## config.mk

```make
export PLATFORM = sky130hd
export DESIGN_NAME = antialiased_line_stepper_unit_flat
export DESIGN_NICKNAME = d
export VERILOG_FILES = /design/src/rtl/aals_pkg.sv /design/src/rtl/aals_cmd_if.sv /design/src/rtl/aals_pix_if.sv /design/src/rtl/aals_divider.sv /design/src/rtl/aals_shade.sv /design/src/rtl/antialiased_line_stepper_unit.sv /design/src/flat_wrapper.sv
export SDC_FILE = /design/constraint.sdc
export NUM_CORES = 1
export LEC_CHECK = 0
export BUFFER_PORTS_ARGS = -buffer_cell sky130_fd_sc_hd__buf_2
export CORE_ASPECT_RATIO = 1.75
export CORE_MARGIN = 2
export CORE_UTILIZATION = 32
export DETAILED_ROUTE_END_ITERATION = 16
export GPL_TIMING_DRIVEN = 0
export PLACE_DENSITY = 0.56
export SKIP_CTS_REPAIR_TIMING = 1
export SYNTH_ARGS = -nofsm -noshare
export SYNTH_HDL_FRONTEND = slang
export SYNTH_SLANG_ARGS = --single-unit
```

## constraint.sdc

```tcl
create_clock -name clk -period 7.8 [get_ports clk]
set_input_delay 2.34 -clock clk [delete_from_list [all_inputs] [get_ports clk]]
set_output_delay 2.34 -clock clk [all_outputs]
set_load 0.02 [all_outputs]
```

## src/rtl/aals_pkg.sv

```systemverilog
`timescale 1ns / 1ps
// ----------------------------------------------------------------------------
// Anti-aliased line stepper package
// Shared codes, sequencer states and status types for the line stepper.
// ----------------------------------------------------------------------------
package aals_pkg;

  // Command codes carried on the request channel
  localparam logic CMD_START = 1'b0;
  localparam logic CMD_STEP  = 1'b1;

  // Pixel coverage levels
  localparam int         LEVEL_BITS = 8;
  localparam logic [7:0] FULL_LEVEL = 8'd255;
  localparam logic [7:0] HALF_LEVEL = 8'd127;

  // Sequencer states
  typedef enum logic [2:0] {
    ST_IDLE,
    ST_ORDER,
    ST_DIV,
    ST_FIRST,
    ST_MAIN,
    ST_BELOW,
    ST_FINAL
  } aals_state_t;

  // Divider status seen by the sequencer
  typedef struct packed {
    logic busy;
    logic done;
  } div_stat_t;

endpackage

```

## src/rtl/aals_cmd_if.sv

```systemverilog
`timescale 1ns / 1ps
// ----------------------------------------------------------------------------
// Line command channel
// Valid/ready channel carrying start and step requests with endpoints.
// ----------------------------------------------------------------------------
interface aals_cmd_if #(
  parameter int COORD_BITS = 10
);
  logic                  valid;
  logic                  ready;
  logic                  command;
  logic [COORD_BITS-1:0] x_start;
  logic [COORD_BITS-1:0] y_start;
  logic [COORD_BITS-1:0] x_finish;
  logic [COORD_BITS-1:0] y_finish;

  modport source (
    output valid, command, x_start, y_start, x_finish, y_finish,
    input  ready
  );

  modport sink (
    input  valid, command, x_start, y_start, x_finish, y_finish,
    output ready
  );
endinterface

```

## src/rtl/aals_pix_if.sv

```systemverilog
`timescale 1ns / 1ps
// ----------------------------------------------------------------------------
// Pixel channel
// Valid/ready channel carrying one shaded pixel per request.
// ----------------------------------------------------------------------------
interface aals_pix_if #(
  parameter int COORD_BITS = 10
);
  logic                  valid;
  logic                  ready;
  logic [COORD_BITS-1:0] pixel_x;
  logic [COORD_BITS-1:0] pixel_y;
  logic [7:0]            intensity;
  logic                  last;

  modport source (
    output valid, pixel_x, pixel_y, intensity, last,
    input  ready
  );

  modport sink (
    input  valid, pixel_x, pixel_y, intensity, last,
    output ready
  );
endinterface

```

## src/rtl/aals_divider.sv

```systemverilog
`timescale 1ns / 1ps
// ----------------------------------------------------------------------------
// Gradient divider
// Restoring divider, one quotient bit per cycle, for the line gradient.
// ----------------------------------------------------------------------------
module aals_divider #(
  parameter int COORD_BITS = 10,
  parameter int FRAC_BITS  = 16
) (
  input  logic                            clk,
  input  logic                            rst,
  input  logic                            start,
  input  logic [COORD_BITS+FRAC_BITS-1:0] dividend,
  input  logic [COORD_BITS-1:0]           divisor,
  output logic [COORD_BITS+FRAC_BITS-1:0] quotient,
  output aals_pkg::div_stat_t             stat
);
  import aals_pkg::*;

  localparam int DIV_BITS = COORD_BITS + FRAC_BITS;
  localparam int CNT_BITS = $clog2(DIV_BITS + 1);

  logic [DIV_BITS-1:0]   work;
  logic [COORD_BITS-1:0] rem;
  logic [COORD_BITS-1:0] dsor;
  logic [CNT_BITS-1:0]   cnt;
  logic                  busy;
  logic                  done;

  logic [COORD_BITS:0]   trial;
  logic [COORD_BITS:0]   diff;
  logic                  fits;

  // Shift in the next dividend bit and try the subtraction
  always_comb begin
    trial = {rem, work[DIV_BITS-1]};
    diff  = trial - {1'b0, dsor};
    fits  = trial >= {1'b0, dsor};
  end

  // Iterate: quotient bits shift in where dividend bits leave
  always_ff @(posedge clk) begin
    if (rst) begin
      busy <= 1'b0;
      done <= 1'b0;
      cnt  <= '0;
    end else begin
      done <= 1'b0;
      if (start) begin
        busy <= 1'b1;
        cnt  <= CNT_BITS'(DIV_BITS);
        work <= dividend;
        rem  <= '0;
        dsor <= divisor;
      end else if (busy) begin
        work <= {work[DIV_BITS-2:0], fits};
        rem  <= fits ? diff[COORD_BITS-1:0] : trial[COORD_BITS-1:0];
        cnt  <= cnt - 1'b1;
        if (cnt == CNT_BITS'(1)) begin
          busy <= 1'b0;
          done <= 1'b1;
        end
      end
    end
  end

  assign quotient  = work;
  assign stat.busy = busy;
  assign stat.done = done;

endmodule

```

## src/rtl/aals_shade.sv

```systemverilog
`timescale 1ns / 1ps
// ----------------------------------------------------------------------------
// Coverage shader
// Turns the row fraction into the levels of the main pixel and the one below.
// ----------------------------------------------------------------------------
module aals_shade #(
  parameter int FRAC_BITS = 16
) (
  input  logic [FRAC_BITS-1:0] frac,
  output logic [7:0]           main_level,
  output logic [7:0]           below_level
);
  import aals_pkg::*;

  logic [FRAC_BITS:0]   inv;
  logic [FRAC_BITS+8:0] main_prod;
  logic [FRAC_BITS+7:0] below_prod;

  // Scale by 255 as a shift and subtract, keep the integer part
  always_comb begin
    inv         = {1'b1, {FRAC_BITS{1'b0}}} - {1'b0, frac};
    main_prod   = {inv, 8'd0} - {8'd0, inv};
    below_prod  = {frac, 8'd0} - {8'd0, frac};
    main_level  = main_prod[FRAC_BITS+LEVEL_BITS-1:FRAC_BITS];
    below_level = below_prod[FRAC_BITS+LEVEL_BITS-1:FRAC_BITS];
  end

endmodule

```

## src/rtl/antialiased_line_stepper_unit.sv

```systemverilog
`timescale 1ns / 1ps
// ----------------------------------------------------------------------------
// Anti-aliased line stepper
// Wu line rasterizer: a start request sets up a line, each step request
// emits the pixels of the next column with their coverage.
// ----------------------------------------------------------------------------
//  Channel | Dir | Payload                                   | Per request
//  cmd     | in  | command, x_start, y_start, x_finish, y_f. | start or step
//  pix     | out | pixel_x, pixel_y, intensity, last         | one pixel
//
//  Start: orders the endpoints, then the restoring divider produces one
//  gradient bit per cycle; a single-point line skips the divider.
//  Inner step: two pixels (main row, then the row below) through the
//  output register; end column: one pixel; step while idle: no pixel.
//  cmd.ready is low until the sequencer returns to idle.
//  A stalled pix channel holds the sequencer in its emit state.
//  Reset (rst, synchronous) clears the sequencer and drops any line.
// ----------------------------------------------------------------------------
module antialiased_line_stepper_unit #(
  parameter int COORD_BITS = 10,
  parameter int FRAC_BITS  = 16
) (
  input  logic       clk,
  input  logic       rst,
  aals_cmd_if.sink   cmd,
  aals_pix_if.source pix
);
  import aals_pkg::*;

  localparam int SLOPE_BITS = FRAC_BITS + 2;
  localparam int ACC_BITS   = COORD_BITS + FRAC_BITS;
  localparam logic signed [SLOPE_BITS-1:0] SLOPE_ONE =
    SLOPE_BITS'(1) << FRAC_BITS;

  aals_state_t state, state_next;

  // Line state
  logic                  active;
  logic                  steep_flag;
  logic [COORD_BITS-1:0] major_pos;
  logic [COORD_BITS-1:0] major_stop;
  logic [COORD_BITS-1:0] minor_end;
  logic [ACC_BITS-1:0]   row_accum;
  logic [SLOPE_BITS-1:0] slope;

  // Setup registers
  logic [COORD_BITS-1:0] ax, ay, bx, by;
  logic                  neg;
  logic                  span_zero;

  // Output register
  logic out_valid;
  logic out_load;
  logic cmd_acc;

  // Request-side helpers
  logic [COORD_BITS-1:0] adx, ady;
  logic                  steep_in;

  // Ordering helpers
  logic                  swap;
  logic [COORD_BITS-1:0] p0x, p0y, p1x, p1y, dx, mag;
  logic                  neg_in;

  // Divider
  logic                  div_start;
  logic [ACC_BITS-1:0]   div_quo;
  div_stat_t             div_stat;
  logic [SLOPE_BITS-1:0] q_trunc;

  // Shading and emit selection
  logic [COORD_BITS-1:0] row;
  logic [7:0]            main_level, below_level;
  logic [ACC_BITS-1:0]   slope_ext;
  logic                  emit;
  logic [COORD_BITS-1:0] e_major, e_minor;
  logic [7:0]            e_level;
  logic                  e_last;

  assign cmd.ready = (state == ST_IDLE);
  assign cmd_acc   = cmd.valid && cmd.ready;
  assign out_load  = !out_valid || pix.ready;
  assign pix.valid = out_valid;

  // Span magnitudes of the raw endpoints
  always_comb begin
    adx      = (cmd.x_start > cmd.x_finish) ? cmd.x_start - cmd.x_finish
                                            : cmd.x_finish - cmd.x_start;
    ady      = (cmd.y_start > cmd.y_finish) ? cmd.y_start - cmd.y_finish
                                            : cmd.y_finish - cmd.y_start;
    steep_in = ady > adx;
  end

  // Order endpoints by major coordinate and take the spans
  always_comb begin
    swap   = ax > bx;
    p0x    = swap ? bx : ax;
    p0y    = swap ? by : ay;
    p1x    = swap ? ax : bx;
    p1y    = swap ? ay : by;
    dx     = p1x - p0x;
    neg_in = p1y < p0y;
    mag    = neg_in ? p0y - p1y : p1y - p0y;
  end

  assign div_start = (state == ST_ORDER) && (dx != '0);
  assign q_trunc   = div_quo[SLOPE_BITS-1:0];

  aals_divider #(
    .COORD_BITS (COORD_BITS),
    .FRAC_BITS  (FRAC_BITS)
  ) u_divider (
    .clk      (clk),
    .rst      (rst),
    .start    (div_start),
    .dividend ({mag, {FRAC_BITS{1'b0}}}),
    .divisor  (dx),
    .quotient (div_quo),
    .stat     (div_stat)
  );

  assign row       = row_accum[ACC_BITS-1:FRAC_BITS];
  assign slope_ext = {{(ACC_BITS-SLOPE_BITS){slope[SLOPE_BITS-1]}}, slope};

  aals_shade #(
    .FRAC_BITS (FRAC_BITS)
  ) u_shade (
    .frac        (row_accum[FRAC_BITS-1:0]),
    .main_level  (main_level),
    .below_level (below_level)
  );

  // Hold the sequencer state
  always_ff @(posedge clk) begin
    if (rst) begin
      state <= ST_IDLE;
    end else begin
      state <= state_next;
    end
  end

  // Next state and emit selection
  always_comb begin
    state_next = state;
    emit       = 1'b0;
    e_major    = major_pos;
    e_minor    = row;
    e_level    = HALF_LEVEL;
    e_last     = 1'b0;
    unique case (state)
      ST_IDLE: begin
        if (cmd_acc) begin
          if (cmd.command == CMD_START) begin
            state_next = ST_ORDER;
          end else if (active) begin
            state_next = (major_pos == major_stop) ? ST_FINAL : ST_MAIN;
          end
        end
      end
      ST_ORDER: begin
        state_next = (dx == '0) ? ST_FIRST : ST_DIV;
      end
      ST_DIV: begin
        if (div_stat.done) begin
          state_next = ST_FIRST;
        end
      end
      ST_FIRST: begin
        emit    = 1'b1;
        e_major = ax;
        e_minor = ay;
        e_level = HALF_LEVEL;
        e_last  = span_zero;
        if (out_load) begin
          state_next = ST_IDLE;
        end
      end
      ST_MAIN: begin
        emit    = 1'b1;
        e_level = main_level;
        if (out_load) begin
          state_next = ST_BELOW;
        end
      end
      ST_BELOW: begin
        emit    = 1'b1;
        e_minor = row + 1'b1;
        e_level = below_level;
        if (out_load) begin
          state_next = ST_IDLE;
        end
      end
      ST_FINAL: begin
        emit    = 1'b1;
        e_major = major_stop;
        e_minor = minor_end;
        e_level = HALF_LEVEL;
        e_last  = 1'b1;
        if (out_load) begin
          state_next = ST_IDLE;
        end
      end
      default: begin
        state_next = ST_IDLE;
      end
    endcase
  end

  // Setup and line state updates
  always_ff @(posedge clk) begin
    if (rst) begin
      active     <= 1'b0;
      steep_flag <= 1'b0;
      major_pos  <= '0;
      major_stop <= '0;
      minor_end  <= '0;
      row_accum  <= '0;
      slope      <= '0;
    end else begin
      unique case (state)
        ST_IDLE: begin
          if (cmd_acc && cmd.command == CMD_START) begin
            steep_flag <= steep_in;
            ax <= steep_in ? cmd.y_start  : cmd.x_start;
            ay <= steep_in ? cmd.x_start  : cmd.y_start;
            bx <= steep_in ? cmd.y_finish : cmd.x_finish;
            by <= steep_in ? cmd.x_finish : cmd.y_finish;
          end
        end
        ST_ORDER: begin
          ax        <= p0x;
          ay        <= p0y;
          bx        <= p1x;
          by        <= p1y;
          neg       <= neg_in;
          span_zero <= (dx == '0);
          if (dx == '0) begin
            slope <= '0;
          end
        end
        ST_DIV: begin
          if (div_stat.done) begin
            slope <= neg ? SLOPE_BITS'(0) - q_trunc : q_trunc;
          end
        end
        ST_FIRST: begin
          if (out_load) begin
            major_stop <= bx;
            minor_end  <= by;
            active     <= !span_zero;
            major_pos  <= span_zero ? ax : ax + 1'b1;
            row_accum  <= {ay, {FRAC_BITS{1'b0}}} + slope_ext;
          end
        end
        ST_MAIN: begin
        end
        ST_BELOW: begin
          if (out_load) begin
            row_accum <= row_accum + slope_ext;
            major_pos <= major_pos + 1'b1;
          end
        end
        ST_FINAL: begin
          if (out_load) begin
            active <= 1'b0;
          end
        end
        default: begin
        end
      endcase
    end
  end

  // Load the output register, drop valid once the pixel is taken
  always_ff @(posedge clk) begin
    if (rst) begin
      out_valid <= 1'b0;
    end else if (emit && out_load) begin
      out_valid <= 1'b1;
    end else if (pix.ready) begin
      out_valid <= 1'b0;
    end
  end

  always_ff @(posedge clk) begin
    if (emit && out_load) begin
      pix.pixel_x   <= steep_flag ? e_minor : e_major;
      pix.pixel_y   <= steep_flag ? e_major : e_minor;
      pix.intensity <= e_level;
      pix.last      <= e_last;
    end
  end

  // The divider only runs while a start request is being set up
  assert property (@(posedge clk) disable iff (rst)
    cmd.ready |-> !div_stat.busy)
    else $error("divider busy while taking requests");

  // The final column ends the line
  assert property (@(posedge clk) disable iff (rst)
    (state == ST_FINAL && out_load) |=> !active)
    else $error("line still active after final column");

  // The column counter never passes the last column
  assert property (@(posedge clk) disable iff (rst)
    active |-> (major_pos <= major_stop))
    else $error("column beyond end of line");

  // Gradient magnitude stays within one
  assert property (@(posedge clk) disable iff (rst)
    active |-> ($signed(slope) <= SLOPE_ONE && $signed(slope) >= -SLOPE_ONE))
    else $error("gradient out of range");

endmodule

```

## src/flat_wrapper.sv

```systemverilog
// flat-port wrapper written by rule: the top's interface ports become plain ports
module antialiased_line_stepper_unit_flat import aals_pkg::*;
#(
  parameter int COORD_BITS = 10,
  parameter int FRAC_BITS  = 16
)
  (clk, rst, cmd_valid, cmd_command, cmd_x_start, cmd_y_start, cmd_x_finish, cmd_y_finish, cmd_ready, pix_valid, pix_pixel_x, pix_pixel_y, pix_intensity, pix_last, pix_ready);
  aals_cmd_if #(.COORD_BITS(COORD_BITS)) cmd_i ();
  aals_pix_if #(.COORD_BITS(COORD_BITS)) pix_i ();
  input  logic clk;
  input  logic rst;
  input wire logic [$bits(cmd_i.valid)-1:0] cmd_valid;
  input wire logic [$bits(cmd_i.command)-1:0] cmd_command;
  input wire logic [$bits(cmd_i.x_start)-1:0] cmd_x_start;
  input wire logic [$bits(cmd_i.y_start)-1:0] cmd_y_start;
  input wire logic [$bits(cmd_i.x_finish)-1:0] cmd_x_finish;
  input wire logic [$bits(cmd_i.y_finish)-1:0] cmd_y_finish;
  output wire logic [$bits(cmd_i.ready)-1:0] cmd_ready;
  output wire logic [$bits(pix_i.valid)-1:0] pix_valid;
  output wire logic [$bits(pix_i.pixel_x)-1:0] pix_pixel_x;
  output wire logic [$bits(pix_i.pixel_y)-1:0] pix_pixel_y;
  output wire logic [$bits(pix_i.intensity)-1:0] pix_intensity;
  output wire logic [$bits(pix_i.last)-1:0] pix_last;
  input wire logic [$bits(pix_i.ready)-1:0] pix_ready;
  assign cmd_i.valid = cmd_valid;
  assign cmd_i.command = cmd_command;
  assign cmd_i.x_start = cmd_x_start;
  assign cmd_i.y_start = cmd_y_start;
  assign cmd_i.x_finish = cmd_x_finish;
  assign cmd_i.y_finish = cmd_y_finish;
  assign cmd_ready = cmd_i.ready;
  assign pix_valid = pix_i.valid;
  assign pix_pixel_x = pix_i.pixel_x;
  assign pix_pixel_y = pix_i.pixel_y;
  assign pix_intensity = pix_i.intensity;
  assign pix_last = pix_i.last;
  assign pix_i.ready = pix_ready;
  antialiased_line_stepper_unit #(.COORD_BITS(COORD_BITS), .FRAC_BITS(FRAC_BITS)) u_core (.clk(clk), .rst(rst), .cmd(cmd_i), .pix(pix_i));
endmodule
```

==> run metrics <==
DRC Markers 0; crit path max fanout 10; YS warnings 0; CP arrival 7700 ps; Via Count 16400; xor and xnor area share after synthesis 6.75%; fin crit period 7450 ps; Die Area 0.0555 mm2; Period Utilization, post-route 95.5%; adder-cell area share of the yosys netlist 10.2%; wirelength, routed 62.7 mm; critical path data required time 8050 ps; port bufs 75; first-pass GRT wire length 94.9 mm; layout cell share with drive strength beyond 1 7.69%; die height 310 um; Worst Skew 27.4 ps; Leak 0.00762 uW; outcome finished clean; vias per cell 5.60; Avg Cell Area, Syn 8.04 um2; peak per-stage delay on the critical path 720 ps; clk buf depth 3; DRT iter0 DRCs 1023; die span in x 179 um; Tot Pwr 7340 uW; Hold Slack 460 ps; final global-route overflow total 0; post-synth top area cell edfxtp_1; Initial Utilization 32.3%; CTS buffer count 22; area share of and/or/nand/nor cells after synthesis 18.6%; crit path max-delay cell type xnor2_1; Max VDD drop 0.213 mV; Seq cells post-synth 204; io pins 76; Area contributors post-synth edfxtp_1 (21%), dfxtp_1 (10%), ha_1 (9.4%); power per cell area 382 mW/mm2; antenna viol nets, final 0; most common cell after layout, fill and taps aside nand2_1; Cells after Synth 2130; vias in the first global route 16700; final net count 2414; final hold violations 0; number of H-tree levels 1; TritonCTS Sinks 204; Max Clk Rate 134 MHz; Site Rows 112; Hold Crit Class flip-flop to flip-flop; Worst-Margin Slew 1270 ps; MaxCap Viol Count 0; TritonCTS clock tree yes; Async SR Flop Fraction 0%; mux share of post-synthesis cell area 3.29%; Clock transition at path regs 70 ps; Pre-antenna DRT Iters 5; post-synth cell types 79; largest net degree at the start of global routing 30; CP startpoint kind flip-flop; post-synthesis compound-gate area fraction 24.2%; register area share after synthesis 30.7%; Main synth FF type edfxtp_1; Setup TNS 0 ps; Mapped Nets 2311; largest family of logic cells by synthesized area compound AO/OA/AOI/OAI gates; area grow syn2layout 12.1%; CORE AREA 0.0531 mm2; final slew viol count 0; Tot GR Track Use 22.6%; Post-DP Area 0.0184 mm2; dpl hpwl 50.8 mm; final setup vio count 0; initial antenna violation count 1; CTS root buffer clkbuf_16; synthesized area 0.0171 mm2; routed length per placed instance 21.4 um; design area 0.0192 mm2; Yosys top cell area share 20.5%; Setup CP Type flip-flop to flip-flop; crit path capture type flip-flop; EDFF count, synth 117; worst skew pair latency 540 ps; gpl congestion 0.985; most frequent cells in the layout nand2_1 (264), a21oi_1 (172), inv_1 (151); Slew headroom 15.0%
==> where the power goes <==
part | total [uW] | switching (uW) | internal, uW | leakage (uW)
Clock | 1120 | 478 | 638 | 0.000356
Sequential | 1750 | 220 | 1530 | 0.00177
Combinational | 4470 | 2830 | 1640 | 0.00549
==> critical path, delay by kind of cell, from the launching register on <==
family	cells	cell delay, ps
simple gates	3	420
xor+xnor	1	720
flops	1	450
compound gates	10	2160
buf+inv	7	2510
mux	2	370
fa+ha+maj	2	530
==> registers in the layout, indices dropped and copies added, names as in the netlist, 3 cells and up, named ones only <==
signal	flops
u_core.ax	9
u_core.ay	10
u_core.bx	9
u_core.by	10
u_core.major_pos	10
u_core.major_stop	10
u_core.minor_end	10
u_core.pix.intensity	8
u_core.pix.pixel_x	10
u_core.pix.pixel_y	10
u_core.row_accum	26
u_core.slope	18
u_core.state	3
u_core.u_divider.cnt	5
u_core.u_divider.dsor	10
u_core.u_divider.quotient	26
u_core.u_divider.rem	10
==> logic make-up after synthesis <==
logic type,Yosys count
XOR/XNOR,132
buffers and inverters,273
flip-flops,204
multiplexers,54
AND/OR/NAND/NOR,686
adder cells (fa/ha/maj),136
AO/OA/AOI/OAI,645
==> stage by stage <==
stage	setup WS (ps)	utilization [%]	cells
after floorplan	618	-	2130
after global placement	-1760	34.6	2889
after detailed placement	-597	34.7	2894
after CTS	-50.2	36.1	2934
after global routing	-19.0	36.2	2934
final	352	36.2	2934
==> layout make-up <==
type	instances	area (um2)
tap	684	856
timing repair buffer	80	433
clock inverter	16	166
clock buffer	24	579
antenna	1	2.50
inverter	152	571
multi-input combinational	1653	10800
sequential	204	5260
buffer	120	500
fill	5515	33900
==> Yosys cell counts, types with 44 or more instances <==
cell / count
dfxtp_1: 87
a211oi_1: 54
inv_1: 151
clkbuf_1: 98
nand2_1: 264
xnor2_1: 102
o21ai_0: 120
nand3_1: 55
a21o_1: 44
a21oi_1: 173
ha_1: 129
edfxtp_1: 117
nor3_1: 46
nor2_1: 147
==> final timing paths <==
check / start / endpoint / slack [ps] / cells past startpoint
worst max-delay path: u_core.bx[4]$_DFFE_PP_ / u_core.u_divider.quotient[25]$_DFFE_PP_ / 350 / 25
worst min-delay path: u_core.minor_end[3]$_SDFFE_PP0P_ / u_core.minor_end[3]$_SDFFE_PP0P_ / 460 / 2
worst max register to register: u_core.bx[4]$_DFFE_PP_ / u_core.u_divider.quotient[25]$_DFFE_PP_ / 350 / 25
worst min register to register: u_core.minor_end[3]$_SDFFE_PP0P_ / u_core.minor_end[3]$_SDFFE_PP0P_ / 460 / 2
==> metal layers <==
layer  vias up  wire length (um)  GRT usage [%]  share of wire (%)
met4         0              5560           18.3                8.9
met3       199              2790           2.41                4.5
met2       539             33000           42.7                 53
met1      7808             21300           21.6                 34
li1       7880                 -              -                  -
met5         -                 0              0                  0
Power figures use the tool's default switching activity.
